`config.mk`:
```
export PLATFORM = sky130hd
export DESIGN_NAME = pixel_art_2x_upscale_kernel
export DESIGN_NICKNAME = d
export VERILOG_FILES = /design/src/sv/pxa2x_pkg.sv /design/src/sv/pxa2x_kernel.sv /design/src/sv/pixel_art_2x_upscale_kernel.sv
export SDC_FILE = /design/constraint.sdc
export NUM_CORES = 2
export LEC_CHECK = 0
export BUFFER_PORTS_ARGS = -buffer_cell sky130_fd_sc_hd__buf_2
export CELL_PAD_IN_SITES_DETAIL_PLACEMENT = 0
export CELL_PAD_IN_SITES_GLOBAL_PLACEMENT = 2
export CORE_MARGIN = 3
export CORE_UTILIZATION = 35
export DETAILED_ROUTE_END_ITERATION = 10
export PLACE_DENSITY_LB_ADDON = 0.1
export SLEW_MARGIN = 20
export SYNTH_ARGS = -nofsm -noshare
export SYNTH_HDL_FRONTEND = slang
export SYNTH_SLANG_ARGS = --single-unit
```
`constraint.sdc`:
```
create_clock -name i_clk -period 21.8 [get_ports i_clk]
set_input_delay 1.09 -clock i_clk [delete_from_list [all_inputs] [get_ports i_clk]]
set_output_delay 1.09 -clock i_clk [all_outputs]
set_load 0.01 [all_outputs]
```
`src/sv/pxa2x_pkg.sv`:
```
`default_nettype none

package pxa2x_pkg;

    localparam int PixW = 16;

    typedef logic [PixW-1:0] t_pixel;

    // 3x3 neighbourhood, top_left in the lowest bits
    typedef struct packed {
        t_pixel bottom_right;
        t_pixel bottom;
        t_pixel bottom_left;
        t_pixel right;
        t_pixel center;
        t_pixel left;
        t_pixel top_right;
        t_pixel top;
        t_pixel top_left;
    } t_window;

    // 2x2 replacement block, out_top_left in the lowest bits
    typedef struct packed {
        t_pixel out_bottom_right;
        t_pixel out_bottom_left;
        t_pixel out_top_right;
        t_pixel out_top_left;
    } t_block;

    localparam logic FMT_RGB555 = 1'b0;
    localparam logic FMT_RGB565 = 1'b1;
    localparam logic FMT_RESET  = FMT_RGB565;

    // channel LSBs cleared so the halved sum cannot carry across channels
    localparam t_pixel LB_565 = 16'hF7DE;
    localparam t_pixel LB_555 = 16'h7BDE;

    function automatic t_pixel mix_half(input t_pixel dst, input t_pixel src,
                                        input logic fmt);
        t_pixel lb;
        lb = (fmt == FMT_RGB565) ? LB_565 : LB_555;
        return ((src & lb) >> 1) + ((dst & lb) >> 1);
    endfunction

    // d + floor(k*(s-d)/4), k = 1 or 3; result always lies between d and s
    function automatic logic [5:0] blend_chan(input logic [5:0] dch,
                                              input logic [5:0] sch,
                                              input logic three_q);
        logic signed [8:0] diff;
        logic signed [8:0] scaled;
        logic signed [8:0] sum;
        diff   = $signed({3'b000, sch}) - $signed({3'b000, dch});
        scaled = three_q ? (diff + (diff <<< 1)) : diff;
        sum    = $signed({3'b000, dch}) + (scaled >>> 2);
        return sum[5:0];
    endfunction

    function automatic t_pixel mix_q(input t_pixel dst, input t_pixel src,
                                     input logic fmt, input logic three_q);
        logic [5:0] dr, dg, db, sr, sg, sb;
        logic [5:0] rr, rg, rb;
        if (fmt == FMT_RGB565) begin
            dr = {1'b0, dst[15:11]};
            dg = dst[10:5];
            sr = {1'b0, src[15:11]};
            sg = src[10:5];
        end else begin
            dr = {1'b0, dst[14:10]};
            dg = {1'b0, dst[9:5]};
            sr = {1'b0, src[14:10]};
            sg = {1'b0, src[9:5]};
        end
        db = {1'b0, dst[4:0]};
        sb = {1'b0, src[4:0]};
        rr = blend_chan(dr, sr, three_q);
        rg = blend_chan(dg, sg, three_q);
        rb = blend_chan(db, sb, three_q);
        if (fmt == FMT_RGB565) begin
            return {rr[4:0], rg, rb[4:0]};
        end else begin
            return {1'b0, rr[4:0], rg[4:0], rb[4:0]};
        end
    endfunction

endpackage

`default_nettype wire

```
`src/sv/pxa2x_kernel.sv`:
```
`default_nettype none

module pxa2x_kernel (
    input  var pxa2x_pkg::t_window i_win,
    input  wire                    i_fmt,
    output pxa2x_pkg::t_block      o_blk
);

    always_comb begin
        pxa2x_pkg::t_pixel a, b, c, d, e, f, g, h, i;
        pxa2x_pkg::t_pixel q0, q1, q2, q3;
        logic done;

        a = i_win.top_left;
        b = i_win.top;
        c = i_win.top_right;
        d = i_win.left;
        e = i_win.center;
        f = i_win.right;
        g = i_win.bottom_left;
        h = i_win.bottom;
        i = i_win.bottom_right;

        q0 = e;
        q1 = e;
        q2 = e;
        q3 = e;
        done = 1'b0;

        // horizontal edges
        if (d != f) begin
            if (e != d && d == h && d == i && e != g &&
                (d != g || e != f || a != d) &&
                !(d == a && d == g && e == b && e == f)) begin
                q2 = h;
                q3 = pxa2x_pkg::mix_half(q3, h, i_fmt);
                done = 1'b1;
            end else if (e != f && f == h && f == g && e != i &&
                         (f != i || e != d || c != f) &&
                         !(f == c && f == i && e == b && e == d)) begin
                q2 = pxa2x_pkg::mix_half(q2, h, i_fmt);
                q3 = h;
                done = 1'b1;
            end
        end

        // vertical edges; blends chain on whatever the horizontal pass left
        if (b != h) begin
            if (e != b && (a != b || b != c || e != h)) begin
                if (b == d && b == g && e != a &&
                    !(d == a && d == c && e == h && e == f)) begin
                    q0 = pxa2x_pkg::mix_q(q0, b, i_fmt, 1'b1);
                    q2 = pxa2x_pkg::mix_q(q2, b, i_fmt, 1'b0);
                    done = 1'b1;
                end else if (b == f && b == i && e != c &&
                             !(f == c && f == a && e == h && e == d)) begin
                    q1 = pxa2x_pkg::mix_q(q1, b, i_fmt, 1'b1);
                    q3 = pxa2x_pkg::mix_q(q3, b, i_fmt, 1'b0);
                    done = 1'b1;
                end
            end
            if (e != h && (g != h || e != b || h != i)) begin
                if (h == d && h == a && e != g &&
                    !(d == g && d == i && e == b && e == f)) begin
                    q2 = pxa2x_pkg::mix_q(q2, h, i_fmt, 1'b1);
                    q0 = pxa2x_pkg::mix_q(q0, h, i_fmt, 1'b0);
                    done = 1'b1;
                end else if (h == f && h == c && e != i &&
                             !(f == i && f == g && e == b && e == d)) begin
                    q3 = pxa2x_pkg::mix_q(q3, h, i_fmt, 1'b1);
                    q1 = pxa2x_pkg::mix_q(q1, h, i_fmt, 1'b0);
                    done = 1'b1;
                end
            end
        end

        if (!done) begin
            if (b != h && d != f) begin
                // diagonal corners
                if (b == d && e != d &&
                    !(e == a && b == c && e == f) &&
                    !(b == a && b == g) &&
                    !(d == a && d == c && e == f && g != d && g != e)) begin
                    q0 = pxa2x_pkg::mix_half(q0, b, i_fmt);
                end
                if (b == f && e != f &&
                    !(e == c && b == a && e == d) &&
                    !(b == c && b == i) &&
                    !(f == a && f == c && e == d && i != f && i != e)) begin
                    q1 = pxa2x_pkg::mix_half(q1, b, i_fmt);
                end
                if (h == d && (e != g || e != d) &&
                    !(e == g && h == i && e == f) &&
                    !(h == g && h == a) &&
                    !(d == g && d == i && e == f && a != d && a != e)) begin
                    q2 = pxa2x_pkg::mix_half(q2, h, i_fmt);
                end
                if (h == f && (e != i || e != f) &&
                    !(e == i && h == g && e == d) &&
                    !(h == i && h == c) &&
                    !(f == g && f == i && e == d && c != f && i != e)) begin
                    q3 = pxa2x_pkg::mix_half(q3, h, i_fmt);
                end
            end else if (d == b && d == f && d == h && d != e) begin
                // lone pixel surrounded by one colour
                if (d == g || d == c) begin
                    q1 = pxa2x_pkg::mix_half(q1, d, i_fmt);
                    q2 = q1;
                end
                if (d == a || d == i) begin
                    q0 = pxa2x_pkg::mix_half(q0, d, i_fmt);
                    q3 = q0;
                end
            end
        end

        o_blk.out_top_left     = q0;
        o_blk.out_top_right    = q1;
        o_blk.out_bottom_left  = q2;
        o_blk.out_bottom_right = q3;
    end

endmodule

`default_nettype wire

```
`src/sv/pixel_art_2x_upscale_kernel.sv`:
```
`default_nettype none

// Channel   Dir  Bits  Contents
// s_axis    in   144   3x3 window, 16-bit pixels, top_left lowest
// m_axis    out  64    2x2 block, 16-bit pixels, out_top_left lowest
// i_cfg_*   in   1     pixel_format (0 = RGB555, 1 = RGB565)
//
// One window per clock, sustained while m_axis takes results. An accepted request
// sits in the window register; the rule logic loads the result register from it
// once the output register is free, and the result then shows on m_axis.
// Reset (synchronous, active low) empties both stages and selects RGB565.
// A stalled result holds in the output register; the window register keeps
// accepting until it too is full.

module pixel_art_2x_upscale_kernel (
    input  wire          i_clk,
    input  wire          i_rst_n,
    input  wire          s_axis_tvalid,
    output logic         s_axis_tready,
    // top_left, top, top_right, left, center, right, bottom_left, bottom,
    // bottom_right
    input  wire  [143:0] s_axis_tdata,
    output logic         m_axis_tvalid,
    input  wire          m_axis_tready,
    // out_top_left, out_top_right, out_bottom_left, out_bottom_right
    output logic [63:0]  m_axis_tdata,
    input  wire          i_cfg_we,
    input  wire          i_cfg_wdata
);

    logic                 r_in_vld, n_in_vld;
    logic                 r_out_vld, n_out_vld;
    logic                 r_pixel_format, n_pixel_format;
    pxa2x_pkg::t_window   r_win;
    pxa2x_pkg::t_block    r_blk;
    pxa2x_pkg::t_block    w_blk;
    logic                 w_out_free;
    logic                 w_adv;
    logic                 w_in_acc;

    assign w_out_free    = !r_out_vld || m_axis_tready;
    assign w_adv         = r_in_vld && w_out_free;
    assign s_axis_tready = !r_in_vld || w_out_free;
    assign w_in_acc      = s_axis_tvalid && s_axis_tready;

    always_comb begin
        n_in_vld = r_in_vld;
        if (w_in_acc) begin
            n_in_vld = 1'b1;
        end else if (w_adv) begin
            n_in_vld = 1'b0;
        end
        n_out_vld = r_out_vld;
        if (w_adv) begin
            n_out_vld = 1'b1;
        end else if (m_axis_tready) begin
            n_out_vld = 1'b0;
        end
        n_pixel_format = i_cfg_we ? i_cfg_wdata : r_pixel_format;
    end

    always_ff @(posedge i_clk) begin
        if (!i_rst_n) begin
            r_in_vld       <= 1'b0;
            r_out_vld      <= 1'b0;
            r_pixel_format <= pxa2x_pkg::FMT_RESET;
        end else begin
            r_in_vld       <= n_in_vld;
            r_out_vld      <= n_out_vld;
            r_pixel_format <= n_pixel_format;
        end
    end

    always_ff @(posedge i_clk) begin
        if (w_in_acc) begin
            r_win <= pxa2x_pkg::t_window'(s_axis_tdata);
        end
        if (w_adv) begin
            r_blk <= w_blk;
        end
    end

    pxa2x_kernel u_kernel (
        .i_win (r_win),
        .i_fmt (r_pixel_format),
        .o_blk (w_blk)
    );

    assign m_axis_tvalid = r_out_vld;
    assign m_axis_tdata  = 64'(r_blk);

endmodule

`default_nettype wire

```
### Yosys cells after proc, flatten, opt, wreduce, memory -nomap -nowiden

Cells that the tools add are included.

| word-level totals | value |
|---|---|
| register bits | 211 |
| bits in latches | 0 |
| RAM bits | 0 |
| ROM bits | 0 |
| input bits | 150 |
| output and inout bits | 66 |
| logic and storage cells | 447 |
| memories kept | 0 |

| operators by class | value |
|---|---|
| add/subtract/negate cells | 64 |
| multipliers | 0 |
| divide/modulo/power cells | 0 |
| magnitude comparators | 0 |
| equal/unequal tests | 56 |
| shifts and indexed selects | 0 |
| mux-type cells | 179 |
| bitwise operators | 8 |
| reduce and logical (&&, ||, !) cells | 124 |

Operators by type and width:

| operator | count |
|---|---|
| 2-to-1 mux 16 bit | 63 |
| 2-to-1 mux 6 bit | 93 |
| == test 16 bit | 32 |
| inequality test 16 bit | 24 |
| AND 16 bit | 8 |
| adder 15 x 15 -> 16 bit | 7 |
| subtractor 6 x 6 -> 7 bit | 16 |
| logical AND 1 bit | 88 |
| adder 5 bit | 15 |
| adder 6 bit | 8 |
| 2-to-1 mux 5 bit | 9 |
| subtractor 5 x 5 -> 6 bit | 7 |
| adder 7 x 8 -> 8 bit | 4 |
| adder 7 bit | 4 |
| adder 6 x 7 -> 7 bit | 3 |
| zero test 1 bit | 20 |
| logical OR 1 bit | 14 |
| 2-to-1 mux 1 bit | 14 |
| nonzero test 2 bit | 2 |

### Depth between registers and ports, before layout

| logic depth | value |
|---|---|
| word-level depth | 39 |
| mapped depth | 56 |
| mapped depth without buffers | 52 |

### Modules after synthesis

Synthesis repeated with hierarchy kept, for this count alone.

| second synthesis, totals | value |
|---|---|
| cells, all modules | 3,460 |
| area, all modules | 29,666.0 um^2 |

Modules (own cells, without submodules):

| module | times used | cells an instance | area each (um^2) | seq. area each (um^2) |
|---|---|---|---|---|
| pxa2x_kernel | 1 | 3,240 | 23,282.3 | 0.0 |
| pixel_art_2x_upscale_kernel | 1 | 220 | 6,383.6 | 6,306.0 |

### Worst setup path after synthesis

No wires, ideal clock.

| timing path | value |
|---|---|
| kind | register to register |
| start | register r_pixel_format |
| end | register r_blk, in the netlist m_axis_tdata[62], data pin |
| library setup time | 264 ps |
| arrival | 10,342 ps |
| path slack | 11,193 ps |
| cell stages (with the launch flop) | 52 |
| clock period less this slack | 10,607 ps |
| cell sequence | dfxtp_1 > buf_2 > buf_1 > clkbuf_1 > clkbuf_1 > clkbuf_1 > clkbuf_1 > and2_1 > ha_1 > nand3_1 > o2111ai_1 > a31o_2 > a21oi_1 > xor2_1 > o32ai_1 > a21oi_1 > nor2_1 > or2_2 > [16 not listed] > xnor2_1 > ha_1 > xnor2_1 > ha_1 > a21o_1 > a21oi_1 > xnor2_1 > xor2_1 > nor2_1 > o21ai_0 > nand2_1 > a211oi_1 > nor2_1 > ha_1 > xor2_1 > a21oi_1 > o311ai_0 > o21ai_1 |

RTL lines:

| element | RTL line | text |
|---|---|---|
| start: declaration | pixel_art_2x_upscale_kernel.sv:33 | `logic r_pixel_format, n_pixel_format;` |
| start signal: assignment | pixel_art_2x_upscale_kernel.sv:66 | `r_pixel_format <= pxa2x_pkg::FMT_RESET;` |
| start signal: assignment | pixel_art_2x_upscale_kernel.sv:70 | `r_pixel_format <= n_pixel_format;` |
| end signal: assignment | pixel_art_2x_upscale_kernel.sv:79 | `r_blk <= w_blk;` |
| end: declaration | pixel_art_2x_upscale_kernel.sv:35 | `pxa2x_pkg::t_block r_blk;` |

==> impl_metrics.ini <==
[synthesis]
synth_common_cells = 390 x xor2_1, 331 x a21oi_1, 328 x ha_1
async_flop_share_pct = 0
ys_seq_elements = 211
syn_area_per_cell_sq_um = 8.475
syn_nets = 4051
synth_warnings = 0
synth_most_common_cell = xor2_1
synth_edf_count = 208
synth_seq_area_share_pct = 21.14
netlist_instances = 3520
synth_cell_type_count = 93
ys.flop_type = edfxtp_1
synth_area_sq_um = 29830
synthTopCellsByArea = edfxtp_1 21%, ha_1 14%, xor2_1 11%
synth_area_leader_cell = edfxtp_1
synth_top_area_share_pct = 20.94

[timing]
setup_viol = 0
hold_viol_final = 0
worst_slew_pin_slew_ps = 1174
timing.fmax_mhz = 78.50
finalCriticalPeriod_ps = 12740
rsz0062_at_grt = false
setup_tns_ps = 0
slew_headroom_pct = 21.76
finalClockSkew_ps = 34.55
fin_crit_sh_pct = 58.44
finalMaxSlewViolations = 0

[placed_design]
dpl.hpwl_microns = 103300
place_area_sq_um = 32010
place_congestion = 0.9448
port_buffers = 215
place_inst = 4717

[route]
vias_per_cell = 5.756
drt_iter0_drc = 2123
routed_wl_microns = 136800
postRouteAntennaNets = 0
drc = 0
via_count = 27450
drt_pass1_iterations = 5
wl_per_cell_microns = 28.69

[final_layout]
fin_nets = 4144
fin_area_sq_um = 32920
syn2layout_area_growth_pct = 10.33
regArea_sq_um = 6310
stdcell_count = 4769
fillers = 8693
multi_input_area_sq_um = 21770
drive_gt1_share_pct = 11.50

[floorplanning]
dieArea_sq_um = 88780
num_rows = 106
die_h_microns = 298.0
die_w_microns = 298.0
initial_core_util_pct = 35.48
io_pins = 216
design.core.area_sq_um = 84090

[setup_path]
cp_slowest_cell = edfxtp_1
max_stage_delay_ps = 1000
crit_top_cell = ha_1
cp.arrival_ps = 13070
cp-end-kind = flip-flop
startpoint_type = flip-flop
worstPathMaxFanout = 22
criticalPathCategory = flip-flop to flip-flop
required_ps = 22130

[grt]
grt_pass1_wl_microns = 196400
grt_pass1_vias = 27260
grt_max_degree = 71
gr-total-overflow = 0
grt_antenna_before_repair = 3
groute.usage.overall_pct = 30.02

[status]
status = completed

[clock_network]
cts.repair.resized = 0
cts_tree = done
cts_hold_buf = 0
root_buffer = clkbuf_16
numCtsBuffers = 28
postCtsSetupBuffers = 0
cts.sinks = 211
insertion_delay_ps = 620
clkTransAtPathRegs_ps = 70
h-tree-depth = 1
clockBufferDepth = 3

[power_and_ir_drop]
irDropWorstVdd_v = 0.00005985
leakagePower_nw = 14.30
cellPowerDensity_nw_per_um2 = 68.84
power.total_mw = 2.266

[worst_hold_path]
hold_path.class = flip-flop to flip-flop

[job]
maxCapViolations = 0
## metal layers
metal  share of wire, %  track usage (%)  vias up
met3                5.9            3.614      220
li1                   -                -    12640
met1                 45            40.72    13510
met5                  0                0        -
met4                3.5            9.237        0
met2                 46            49.83     1074
## final timing paths
check | from | to | slack (ps) | cells past startpoint
hold / removal | r_in_vld | m_axis_tvalid | 540 | 1
hold reg to reg | r_in_vld | m_axis_tvalid | 540 | 1
setup reg to reg | r_win[63] | m_axis_tdata[62] | 9060 | 43
setup / recovery | r_win[63] | m_axis_tdata[62] | 9060 | 43
## area by class of cell
| type | instances | share of cell area (%) |
|---|---|---|
| multi-input combinational | 2864 | 66.13 |
| sequential | 211 | 19.17 |
| timing repair buffer | 305 | 5.322 |
| tap | 1134 | 4.310 |
| inverter | 203 | 2.315 |
| clock buffer | 31 | 2.163 |
| clock inverter | 20 | 0.5854 |
| antenna | 1 | 0.007602 |
## logic make-up (layout without fill, tap and decap cells)
kind of cell / after synthesis / after routing / synth area share, %
buf+inv: 445 / 559 / 6.106
other cells: 0 / 1 / 0
xor+xnor: 692 / 692 / 20.36
fa+ha+maj: 381 / 381 / 17.31
flops: 211 / 211 / 21.14
mux: 61 / 61 / 2.206
simple gates: 838 / 838 / 13.88
compound gates: 892 / 892 / 18.99
## worst max-delay path: cells and delay by family, from the launching register on
family,cells,cell delay (ps)
AO/OA/AOI/OAI,16,4770
XOR/XNOR,7,1370
adder cells (fa/ha/maj),6,1960
buffers and inverters,2,260
flip-flops,1,1000
multiplexers,1,110
AND/OR/NAND/NOR,11,2960
## sequential cells by signal, summed over array words and instances (netlist names)
register        count
m_axis_tdata       64
r_win             144
r_in_vld            1
r_pixel_format      1
m_axis_tvalid       1
## where the power goes
| part | internal, mW | leakage (nW) | switching [mW] |
|---|---|---|---|
| registers | 0.475 | 2.03 | 0.0522 |
| clock network | 0.260 | 0.439 | 0.204 |
| logic | 0.546 | 11.8 | 0.729 |
| total | 1.28 | 14.3 | 0.985 |
## per-stage QoR
step / setup WS (ps) / hold WS (ps) / util [%]
2_1_floorplan: 11190 / 476.8 / -
3_3_place_gp: 9395 / 498.7 / 38.07
3_5_place_dp: 9341 / 512.8 / 38.07
4_1_cts: 9289 / 533.6 / 39.14
5_1_grt: 8302 / 556.7 / 39.14
6_report: 9060 / 538.6 / 39.15
## cell usage in the layout (no fill, tap or decap), types with 86 or more instances in the layout
cell / netlist / routed
nor4_1: 86 / 86
nor2_1: 236 / 234
o21ai_0: 144 / 144
xnor2_1: 301 / 301
a21oi_1: 331 / 330
ha_1: 328 / 328
nand2_1: 212 / 212
xor2_1: 390 / 390
buf_2: 46 / 215
a21o_1: 125 / 125
inv_1: 203 / 203
edfxtp_1: 208 / 208
buf_4: 17 / 90
No activity file was read; power rests on OpenSTA's default activity.
